--- config.mk ---
export PLATFORM = sky130hd
export DESIGN_NAME = ordered_list_append_search_delete
export DESIGN_NICKNAME = d
export VERILOG_FILES = /design/src/rtl/olasd_pkg.sv /design/src/rtl/ordered_list_append_search_delete.sv /design/src/rtl/olasd_cell.sv
export SDC_FILE = /design/constraint.sdc
export NUM_CORES = 1
export LEC_CHECK = 0
export ABC_CLOCK_PERIOD_IN_PS = 10900
export BUFFER_PORTS_ARGS = -buffer_cell sky130_fd_sc_hd__buf_4
export CORE_ASPECT_RATIO = 1.75
export CORE_MARGIN = 2
export CORE_UTILIZATION = 39
export DETAILED_ROUTE_END_ITERATION = 16
export PLACE_DENSITY = 0.58
export SKIP_LAST_GASP = 1
export SYNTH_ARGS = -nofsm -noshare
export SYNTH_HDL_FRONTEND = slang
export SYNTH_HIERARCHICAL = 1
export SYNTH_SLANG_ARGS = --single-unit
--- constraint.sdc ---
create_clock -name aclk -period 10.9 [get_ports aclk]
set_input_delay 2.18 -clock aclk [delete_from_list [all_inputs] [get_ports aclk]]
set_output_delay 2.18 -clock aclk [all_outputs]
set_load 0.02 [all_outputs]
--- src/rtl/olasd_pkg.sv ---
// Package for the ordered list block: request codes, cell control struct and
// default sizes. Used by olasd_cell and ordered_list_append_search_delete.
package olasd_pkg;

    localparam int DEF_LIST_DEPTH = 16;
    localparam int ENTRY_W        = 32;
    localparam int COUNT_OUT_W    = 5;

    typedef enum logic [1:0] {
        OP_APPEND = 2'd0,
        OP_SEARCH = 2'd1,
        OP_DELETE = 2'd2
    } op_t;

    // Per-transaction control broadcast to every cell of the chain.
    typedef struct packed {
        logic do_append;
        logic do_delete;
    } cell_ctrl_t;

endpackage

--- src/rtl/ordered_list_append_search_delete.sv ---
// Top level of the ordered list with append, search and delete requests.
// Builds a chain of olasd_cell instances and keeps the fill count; uses olasd_pkg.
//
//  channel | direction | ports                                      | handshake
//  input   | in        | s_opcode, s_value                          | s_valid / s_ready
//  result  | out       | m_hit, m_full_reject, m_entry_count        | m_valid / m_ready
//
// Each transaction is resolved combinationally: all cells compare in parallel and
// the first-match flag ripples along the chain, which sets the cycle time.
// The result appears in the output register in the cycle after acceptance.
// One transaction per cycle is sustained while m_ready stays high; a stalled
// result blocks the input only while the output register is occupied.
// Synchronous reset empties the list; entries need no clearing.
module ordered_list_append_search_delete
    import olasd_pkg::*;
#(
    parameter int LIST_DEPTH = DEF_LIST_DEPTH
) (
    input  logic                          aclk,
    input  logic                          aresetn,
    input  logic                          s_valid,
    output logic                          s_ready,
    input  logic [1:0]                    s_opcode,
    input  logic signed [ENTRY_W-1:0]     s_value,
    output logic                          m_valid,
    input  logic                          m_ready,
    output logic                          m_hit,
    output logic                          m_full_reject,
    output logic [COUNT_OUT_W-1:0]        m_entry_count
);

    localparam int COUNT_W = $clog2(LIST_DEPTH + 1);
    localparam logic [COUNT_W-1:0] FULL_COUNT = COUNT_W'(LIST_DEPTH);

    logic [COUNT_W-1:0]        count_reg;
    logic [COUNT_W-1:0]        count_next;
    logic                      m_valid_reg;
    logic                      m_valid_next;
    logic                      m_hit_reg;
    logic                      m_hit_next;
    logic                      m_full_reject_reg;
    logic                      m_full_reject_next;
    logic [COUNT_OUT_W-1:0]    m_entry_count_reg;
    logic [COUNT_OUT_W-1:0]    m_entry_count_next;

    logic                      accept;
    logic                      full;
    logic                      any_found;
    cell_ctrl_t                ctrl;
    logic                      found_chain [LIST_DEPTH+1];
    logic signed [ENTRY_W-1:0] entries     [LIST_DEPTH];

    assign s_ready = !m_valid_reg || m_ready;
    assign accept  = s_valid && s_ready;
    assign full    = count_reg == FULL_COUNT;

    assign found_chain[0] = 1'b0;
    assign any_found      = found_chain[LIST_DEPTH];

    for (genvar i = 0; i < LIST_DEPTH; i++) begin : g_cell
        logic signed [ENTRY_W-1:0] right;
        if (i == LIST_DEPTH - 1) begin : g_last
            assign right = entries[i];
        end else begin : g_mid
            assign right = entries[i+1];
        end
        olasd_cell #(
            .COUNT_W (COUNT_W),
            .INDEX   (i)
        ) u_cell (
            .aclk        (aclk),
            .key         (s_value),
            .ctrl        (ctrl),
            .count       (count_reg),
            .found_in    (found_chain[i]),
            .right_entry (right),
            .entry       (entries[i]),
            .found_out   (found_chain[i+1])
        );
    end

    always_comb begin
        ctrl               = '0;
        count_next         = count_reg;
        m_hit_next         = 1'b0;
        m_full_reject_next = 1'b0;
        case (s_opcode)
            OP_APPEND: begin
                if (full) begin
                    m_full_reject_next = 1'b1;
                end else begin
                    ctrl.do_append = accept;
                    count_next     = count_reg + COUNT_W'(1);
                    m_hit_next     = 1'b1;
                end
            end
            OP_SEARCH: begin
                m_hit_next = any_found;
            end
            OP_DELETE: begin
                if (any_found) begin
                    ctrl.do_delete = accept;
                    count_next     = count_reg - COUNT_W'(1);
                    m_hit_next     = 1'b1;
                end
            end
            default: begin
                // Unused code: no change, plain result.
            end
        endcase
        m_entry_count_next = COUNT_OUT_W'(count_next);
        m_valid_next       = accept || (m_valid_reg && !m_ready);
    end

    always_ff @(posedge aclk) begin
        if (!aresetn) begin
            count_reg   <= '0;
            m_valid_reg <= 1'b0;
        end else begin
            m_valid_reg <= m_valid_next;
            if (accept) begin
                count_reg <= count_next;
            end
        end
    end

    always_ff @(posedge aclk) begin
        if (accept) begin
            m_hit_reg         <= m_hit_next;
            m_full_reject_reg <= m_full_reject_next;
            m_entry_count_reg <= m_entry_count_next;
        end
    end

    assign m_valid       = m_valid_reg;
    assign m_hit         = m_hit_reg;
    assign m_full_reject = m_full_reject_reg;
    assign m_entry_count = m_entry_count_reg;

    // The fill count never passes the list depth.
    a_count_bound: assert property (@(posedge aclk) disable iff (!aresetn)
        count_reg <= FULL_COUNT)
        else $error("fill count exceeds list depth");

    // A refused append never reports a hit.
    a_reject_no_hit: assert property (@(posedge aclk) disable iff (!aresetn)
        m_valid_reg |-> !(m_hit_reg && m_full_reject_reg))
        else $error("hit and full reject both set");

    // The pending result always reports the current fill count.
    a_count_match: assert property (@(posedge aclk) disable iff (!aresetn)
        m_valid_reg |-> (m_entry_count_reg == COUNT_OUT_W'(count_reg)))
        else $error("result count differs from fill count");

    // An accepted transaction always produces a pending result.
    a_accept_result: assert property (@(posedge aclk) disable iff (!aresetn)
        accept |=> m_valid_reg)
        else $error("accepted transaction lost its result");

endmodule

--- src/rtl/olasd_cell.sv ---
// One storage cell of the ordered list: holds one entry, compares it with
// the key and passes the first-match flag to its right neighbor. Uses olasd_pkg.
module olasd_cell
    import olasd_pkg::*;
#(
    parameter int COUNT_W = 5,
    parameter int INDEX   = 0
) (
    input  logic                      aclk,
    input  logic signed [ENTRY_W-1:0] key,
    input  cell_ctrl_t                ctrl,
    input  logic        [COUNT_W-1:0] count,
    input  logic                      found_in,
    input  logic signed [ENTRY_W-1:0] right_entry,
    output logic signed [ENTRY_W-1:0] entry,
    output logic                      found_out
);

    localparam logic [COUNT_W-1:0] MY_INDEX = COUNT_W'(INDEX);

    logic signed [ENTRY_W-1:0] entry_reg;
    logic signed [ENTRY_W-1:0] entry_next;
    logic                      active;
    logic                      is_tail;

    assign active    = MY_INDEX < count;
    assign is_tail   = MY_INDEX == count;
    assign found_out = found_in | (active & (entry_reg == key));
    assign entry     = entry_reg;

    // On delete, every cell from the first match onward takes its right
    // neighbor's value; the slot that falls out of the list keeps garbage.
    always_comb begin
        entry_next = entry_reg;
        if (ctrl.do_append && is_tail) begin
            entry_next = key;
        end else if (ctrl.do_delete && found_out) begin
            entry_next = right_entry;
        end
    end

    always_ff @(posedge aclk) begin
        entry_reg <= entry_next;
    end

endmodule
* Word level (Yosys, flattened, before mapping)
Index checks and enable logic that the tools add are counted.
Word-level totals: register bits 525, output and inout port bits 9, logic and storage cells 199
Operators by class: add/subtract/negate cells 2, order comparisons 16, equality and inequality tests 34, multiplexer cells 41, bitwise logic cells 31, reduce and logical (&&, ||, !) cells 54
Operator list (count):
- $mux W32 | 30
- $eq A32 B32 Y1 | 16
- $eq A4 B5 Y1 const A | 8
- $lt A4 B5 Y1 const A | 8
- $logic_and A1 B1 Y1 | 33
- $reduce_bool A2 Y1 | 15
- $eq A3 B5 Y1 const A | 4
- $lt A3 B5 Y1 const A | 4
- $and A1 B1 Y1 | 16
- $or A1 B1 Y1 | 15
- $eq A2 B5 Y1 const A | 2
- $lt A1 B5 Y1 const A | 2
- $lt A2 B5 Y1 const A | 2
- $mux W5 | 2
- $pmux W5 S2 | 1
- $mux W1 | 7
- $add A5 B1 Y5 const B | 1
- $eq A1 B5 Y1 const A | 1
- $eq A5 B5 Y1 const B | 1
- $logic_not A5 Y1 | 1
- $sub A5 B1 Y5 const B | 1
- $pmux W1 S3 | 1
- $eq A2 B1 Y1 const B | 1
- $eq A2 B2 Y1 const B | 1
- other kinds (3) | 5

* Depth between registers and ports, before layout
depth in word-level cells 22, mapped depth 25

* Cells and area by module
The synthesis kept the hierarchy.
Modules (own cells, without submodules):
- olasd_cell (g_cell[9].u_cell) | instances 1, cells each 118, area an instance 1903.1 µm², seq. area each 960.9 µm²
- olasd_cell (g_cell[3].u_cell) | instances 1, cells each 117, area an instance 1900.6 µm², seq. area each 960.9 µm²
- olasd_cell (g_cell[10].u_cell) | instances 1, cells each 119, area an instance 1898.1 µm², seq. area each 960.9 µm²
- olasd_cell (g_cell[1].u_cell) | instances 1, cells each 117, area an instance 1895.6 µm², seq. area each 960.9 µm²
- olasd_cell (g_cell[8].u_cell) | instances 1, cells each 126, area an instance 1890.6 µm², seq. area each 960.9 µm²
- olasd_cell (g_cell[14].u_cell) | instances 1, cells each 118, area an instance 1883.1 µm², seq. area each 960.9 µm²
- olasd_cell (g_cell[0].u_cell) | instances 1, cells each 119, area an instance 1878.1 µm², seq. area each 960.9 µm²
- olasd_cell (g_cell[6].u_cell) | instances 1, cells each 119, area an instance 1874.3 µm², seq. area each 960.9 µm²
- olasd_cell (g_cell[12].u_cell) | instances 1, cells each 119, area an instance 1873.0 µm², seq. area each 960.9 µm²
- olasd_cell (g_cell[13].u_cell) | instances 1, cells each 118, area an instance 1870.5 µm², seq. area each 960.9 µm²
- olasd_cell (g_cell[4].u_cell) | instances 1, cells each 117, area an instance 1863.0 µm², seq. area each 960.9 µm²
- olasd_cell (g_cell[5].u_cell) | instances 1, cells each 117, area an instance 1798.0 µm², seq. area each 960.9 µm²
- olasd_cell (g_cell[15].u_cell) | instances 1, cells each 121, area an instance 1786.7 µm², seq. area each 960.9 µm²
- olasd_cell (g_cell[2].u_cell) | instances 1, cells each 122, area an instance 1771.7 µm², seq. area each 960.9 µm²
- +3 rows

* Worst setup path before layout
No wires, ideal clock.
path kind input to register, start input s_value[0], end register g_cell[8].u_cell.entry_reg[0], enable pin, library setup time 0.470 ns, arrival time 8.134 ns, required time 10.430 ns, slack 2.296 ns, stages 24, buffers on the path 1, cell sequence xor2_1 > nor4_1 > nand3_1 > nor3_1 > a21o_1 > or2_1 > o21bai_1 > or2_1 > a31o_2 > or2_1 > nand2b_1 > or2_1 > o21bai_1 > or2_1 > nand2b_1 > or2_1 > nand2b_1 > a31o_2 > a41o_1 > nand2b_1 > buf_4 > and3_1 > inv_1 > o31ai_1
RTL lines:
- start: declaration | line ordered_list_append_search_delete.sv:24 | input logic signed [ENTRY_W-1:0] s_value,
- end signal: assignment | line olasd_cell.sv:43 | entry_reg <= entry_next;
- end: declaration | line olasd_cell.sv:21 | logic signed [ENTRY_W-1:0] entry_reg;

==> out/summary.txt <==
==========================================================================================
Outcome ..................................................................... finished clean
GRT Resource Usage Total ....................................................        0.219
Placer Congestion ...........................................................        0.881
Critical path data arrival time .............................................      8.60 ns
IR drop worst, VDD ..........................................................   0.000115 V
Initial antenna violation count .............................................            1
Power per cell area .........................................................   132 mW/mm²
Setup slack of the worst register-to-register path ..........................      4.10 ns
Remaining max-slew budget at the tightest pin ...............................        0.208
Pins over their slew limit ..................................................            0
Gate power share ............................................................        0.087
Count of H-tree levels built during CTS .....................................            2
Number of fill cells in the layout ..........................................        7,009
FF+latch area ...............................................................   0.0157 mm²
Boundary pin count ..........................................................           47
Post_cts resized ............................................................            0
Net total in the final layout ...............................................        2,123
DRC viols ...................................................................            0
Average instance area after synthesis .......................................     15.3 µm²
Count of different cell masters after synthesis .............................           85
Hpwl dp .....................................................................    66,300 µm
Clock Power Share ...........................................................        0.403
Share of post-route cells with drive strength above 1 .......................        0.342
Num Clock Sinks .............................................................          525
# rows ......................................................................          135
Total power draw ............................................................    0.00441 W
Clock edge transition at the registers on the reported setup and hold paths .      0.06 ns
Clock period minus worst slack ..............................................      8.28 ns
Switching share of power ....................................................        0.242
Std-Cell Core Area ..........................................................   0.0774 mm²
Post-detailed-routing wire length ...........................................    88,900 µm
RSZ-0062 raised after global routing ........................................        false
Leakage component of the power ..............................................      11.9 nW
Cell Int Power ..............................................................    0.00334 W
Reg2reg path depth ..........................................................           23
End-of-flow core utilization ................................................        0.431
Clock tree from TritonCTS ...................................................         done
Chip height .................................................................       374 µm
Relative area change from synthesis to final layout .........................        9.59%
YS warnings .................................................................            6
Worst path required time ....................................................     11.22 ns
Via count of the first global-routing pass ..................................       18,500
Post-route fraction of the period consumed by the critical path .............        0.760
Crit start category ......................................................... primary input
Number of setup violations in the final report ..............................            0
Setup Total Neg Slack .......................................................         0 ns
Total grt overflow ..........................................................            0
Number of maximum-capacitance violations ....................................            0
Final standard cell area without fillers ....................................   0.0334 mm²
Final Hold Viols ............................................................            0
Buffers added on ports ......................................................           46
Area occupied by multi-input gates ..........................................   0.0140 mm²
Worst-path fanout max .......................................................           23
Synth Flop Type ............................................................. sky130_fd_sc_hd__edfxtp_1
Setup CP Type ............................................................... primary input to register
Share of synthesized flip-flops with an asynchronous set or reset ...........            0
Post-CTS Hold Buffers .......................................................            0
Worst min-delay path startpoint .............................................      m_valid
Via count ...................................................................       17,000
Cells after Synth ...........................................................        1,994
Post-synthesis cell area ....................................................   0.0305 mm²
Later-pin clock latency in the skew report ..................................      0.62 ns
Post-Place Cell Area ........................................................   0.0318 mm²
Maximum number of pins on one net before global-route repair ................           36
Initial DRT Pass Iterations .................................................            5
Portion of total power attributed to sequential cells .......................        0.509
Hold Path Stages ............................................................            2
Worst hold-check path type .................................................. register to register
Per-cell via count in the routed design .....................................         5.41
Wire length of the first global-routing pass ................................   126,000 µm
Number of synthesized register bits .........................................          525
Diode count .................................................................            0
Number of routed nets with antenna violations ...............................            0
Post-synth EDFFs ............................................................          519
Routed len/inst .............................................................      28.3 µm
Clock Tree Root ............................................................. sky130_fd_sc_hd__clkbuf_16
Power dissipated by switching net loads .....................................    0.00107 W
Horizontal die dimension ....................................................       215 µm
Clock buffers created by TritonCTS ..........................................           53
Hold path endpoint ..........................................................      m_valid
Post-CTS setup buffer count .................................................            0
Die Area ....................................................................   0.0804 mm²
Top-area cell type share of the netlist area ................................        0.512
Largest cells by area after synthesis ....................................... sky130_fd_sc_hd__edfxtp_1, sky130_fd_sc_hd__mux2_4, sky130_fd_sc_hd__xnor2_1
RR Endpoint ................................................................. g_cell[1].u_cell/entry[0]
Number of buffers on the longest clock path .................................            3
Crit path capture type ......................................................     register
Slew at the pin with the worst max-slew slack ...............................      1.18 ns
Origin of the critical flop-to-flop path .................................... count_reg[4]
Max FFs per register ........................................................          512
Highest clock frequency the design can meet .................................    0.121 GHz
First-iteration detailed-routing DRC count ..................................          828
Fin Clk Skew ................................................................    0.0214 ns
Portion of the post-synthesis area used by sequential elements ..............        0.516
Dominant cell type by area after synthesis .................................. sky130_fd_sc_hd__edfxtp_1
Starting density of the core ................................................        0.394
==========================================================================================
per-stage QoR:
stage | instances | hold WS, ns | setup WS [ns]
after floorplan | 1995 | 0.541 | 2.30
after global placement | 3051 | 0.531 | 2.14
after detailed placement | 3051 | 0.551 | 2.20
after CTS | 3144 | 0.563 | 2.80
after global routing | 3144 | 0.594 | 2.47
final | 3144 | 0.559 | 2.62
cells in the mapped netlist (7+ instances only):
cell,number
sky130_fd_sc_hd__inv_1,29
sky130_fd_sc_hd__mux2_4,316
sky130_fd_sc_hd__nand2b_1,7
sky130_fd_sc_hd__buf_6,36
sky130_fd_sc_hd__nand2_1,30
sky130_fd_sc_hd__nor3_1,12
sky130_fd_sc_hd__nor4_2,9
sky130_fd_sc_hd__a21oi_1,12
sky130_fd_sc_hd__nor2_1,15
sky130_fd_sc_hd__edfxtp_1,519
sky130_fd_sc_hd__nor4_1,58
sky130_fd_sc_hd__mux2_2,185
sky130_fd_sc_hd__xor2_1,216
sky130_fd_sc_hd__xnor2_1,279
sky130_fd_sc_hd__mux2_1,10
sky130_fd_sc_hd__nand4_1,81
sky130_fd_sc_hd__o21ai_0,9
sky130_fd_sc_hd__o22ai_1,7
sky130_fd_sc_hd__buf_12,12
sky130_fd_sc_hd__nand3_1,15
routing by layer:
metal | GRT usage | vias up | routed length [µm]
met2 | 0.446 | 380 | 51600
li1 | - | 7691 | -
met4 | 0.215 | 0 | 10300
met1 | 0.171 | 8683 | 25000
met3 | 0.0246 | 247 | 2020
met5 | 0 | - | 0
power by group through the flow:
| stage | Combinational [W] | Clock (W) | Sequential (W) |
|---|---|---|---|
| final | 0.000385 | 0.00178 | 0.00225 |
| after global routing | 0.000403 | 0.00188 | 0.00225 |
| after CTS | 0.000387 | 0.00182 | 0.00225 |
| after detailed placement | 0.000386 | 0 | 0.00229 |
| after global placement | 0.000382 | 0 | 0.00229 |
| after floorplan | 0.000177 | 0 | 0.00229 |
worst max path at each step:
stage | startpoint | endpoint | slack (ns) | cells past startpoint
finish | s_value[0] | g_cell[2].u_cell/entry[25] | 2.62 | 23
floorplan | s_value[0] | g_cell[8].u_cell/entry[0] | 2.30 | 24
CTS | s_value[0] | g_cell[2].u_cell/entry[6] | 2.80 | 23
global placement | s_value[9] | g_cell[1].u_cell/entry[0] | 2.14 | 25
detailed placement | s_value[0] | g_cell[2].u_cell/entry[6] | 2.20 | 23
global route | s_value[9] | g_cell[1].u_cell/entry[0] | 2.47 | 25
logic make-up (layout without fill, tap and decap cells):
group / count (synthesis) / count (layout) / synth area share
AO/OA/AOI/OAI: 85 / 85 / 0.0218
adder cells (fa/ha/maj): 6 / 6 / 0.00247
multiplexers: 512 / 512 / 0.228
buffers and inverters: 87 / 209 / 0.0266
AND/OR/NAND/NOR: 283 / 283 / 0.0627
XOR/XNOR: 495 / 495 / 0.142
other: 1 / 2 / 0.000123
flip-flops: 525 / 525 / 0.516
worst max-delay path, cell delays in order:
cell and delay (ns):
sky130_fd_sc_hd__buf_4 0.29, sky130_fd_sc_hd__buf_4 0.42, sky130_fd_sc_hd__xor2_1 0.13, sky130_fd_sc_hd__nor4_1 0.90, sky130_fd_sc_hd__nand4_1 0.26, sky130_fd_sc_hd__nor3_2 0.24, sky130_fd_sc_hd__or2_1 0.15, sky130_fd_sc_hd__a31o_2 0.11
sky130_fd_sc_hd__or2_1 0.12, sky130_fd_sc_hd__nand2b_1 0.12, sky130_fd_sc_hd__or2_1 0.15, sky130_fd_sc_hd__o21bai_1 0.16, sky130_fd_sc_hd__or2_1 0.16, sky130_fd_sc_hd__nand2b_1 0.13, sky130_fd_sc_hd__or2_1 0.13, sky130_fd_sc_hd__nand2b_1 0.13
sky130_fd_sc_hd__a31o_2 0.12, sky130_fd_sc_hd__a41o_1 0.11, sky130_fd_sc_hd__nand2b_1 0.46, sky130_fd_sc_hd__and3_1 0.79, sky130_fd_sc_hd__inv_1 0.19, sky130_fd_sc_hd__o31ai_4 0.84, sky130_fd_sc_hd__buf_12 0.25
layout make-up:
cell class	instances	share of cell area
Inverter	30	0.00337
Sequential cell	525	0.471
Clock inverter	28	0.00626
Tap cell	1027	0.0385
Multi-Input combinational cell	1383	0.419
Timing Repair Buffer	86	0.0197
Clock buffer	65	0.0424
cell usage in the layout, fill, tap and decap left out, types with 7 or more instances in the layout:
| master | synthesis | final |
|---|---|---|
| sky130_fd_sc_hd__nand3_1 | 15 | 15 |
| sky130_fd_sc_hd__buf_4 | 3 | 85 |
| sky130_fd_sc_hd__nor4_2 | 9 | 9 |
| sky130_fd_sc_hd__edfxtp_1 | 519 | 519 |
| sky130_fd_sc_hd__xor2_1 | 216 | 216 |
| sky130_fd_sc_hd__nand2_1 | 30 | 30 |
| sky130_fd_sc_hd__mux2_4 | 316 | 316 |
| sky130_fd_sc_hd__nand2b_1 | 7 | 7 |
| sky130_fd_sc_hd__clkinv_2 | 0 | 10 |
| sky130_fd_sc_hd__o21ai_0 | 9 | 9 |
| sky130_fd_sc_hd__clkbuf_1 | 0 | 10 |
| sky130_fd_sc_hd__o22ai_1 | 7 | 7 |
| sky130_fd_sc_hd__nor3_1 | 12 | 12 |
| sky130_fd_sc_hd__inv_1 | 29 | 29 |
| sky130_fd_sc_hd__nor4_1 | 58 | 58 |
| sky130_fd_sc_hd__mux2_1 | 10 | 10 |
| sky130_fd_sc_hd__xnor2_1 | 279 | 279 |
| sky130_fd_sc_hd__clkinv_1 | 0 | 12 |
| sky130_fd_sc_hd__nand4_1 | 81 | 81 |
| sky130_fd_sc_hd__nor2_1 | 15 | 14 |
| sky130_fd_sc_hd__a21oi_1 | 12 | 12 |
| sky130_fd_sc_hd__clkbuf_16 | 0 | 55 |
| sky130_fd_sc_hd__mux2_2 | 185 | 185 |
Power figures use the tool's default switching activity.
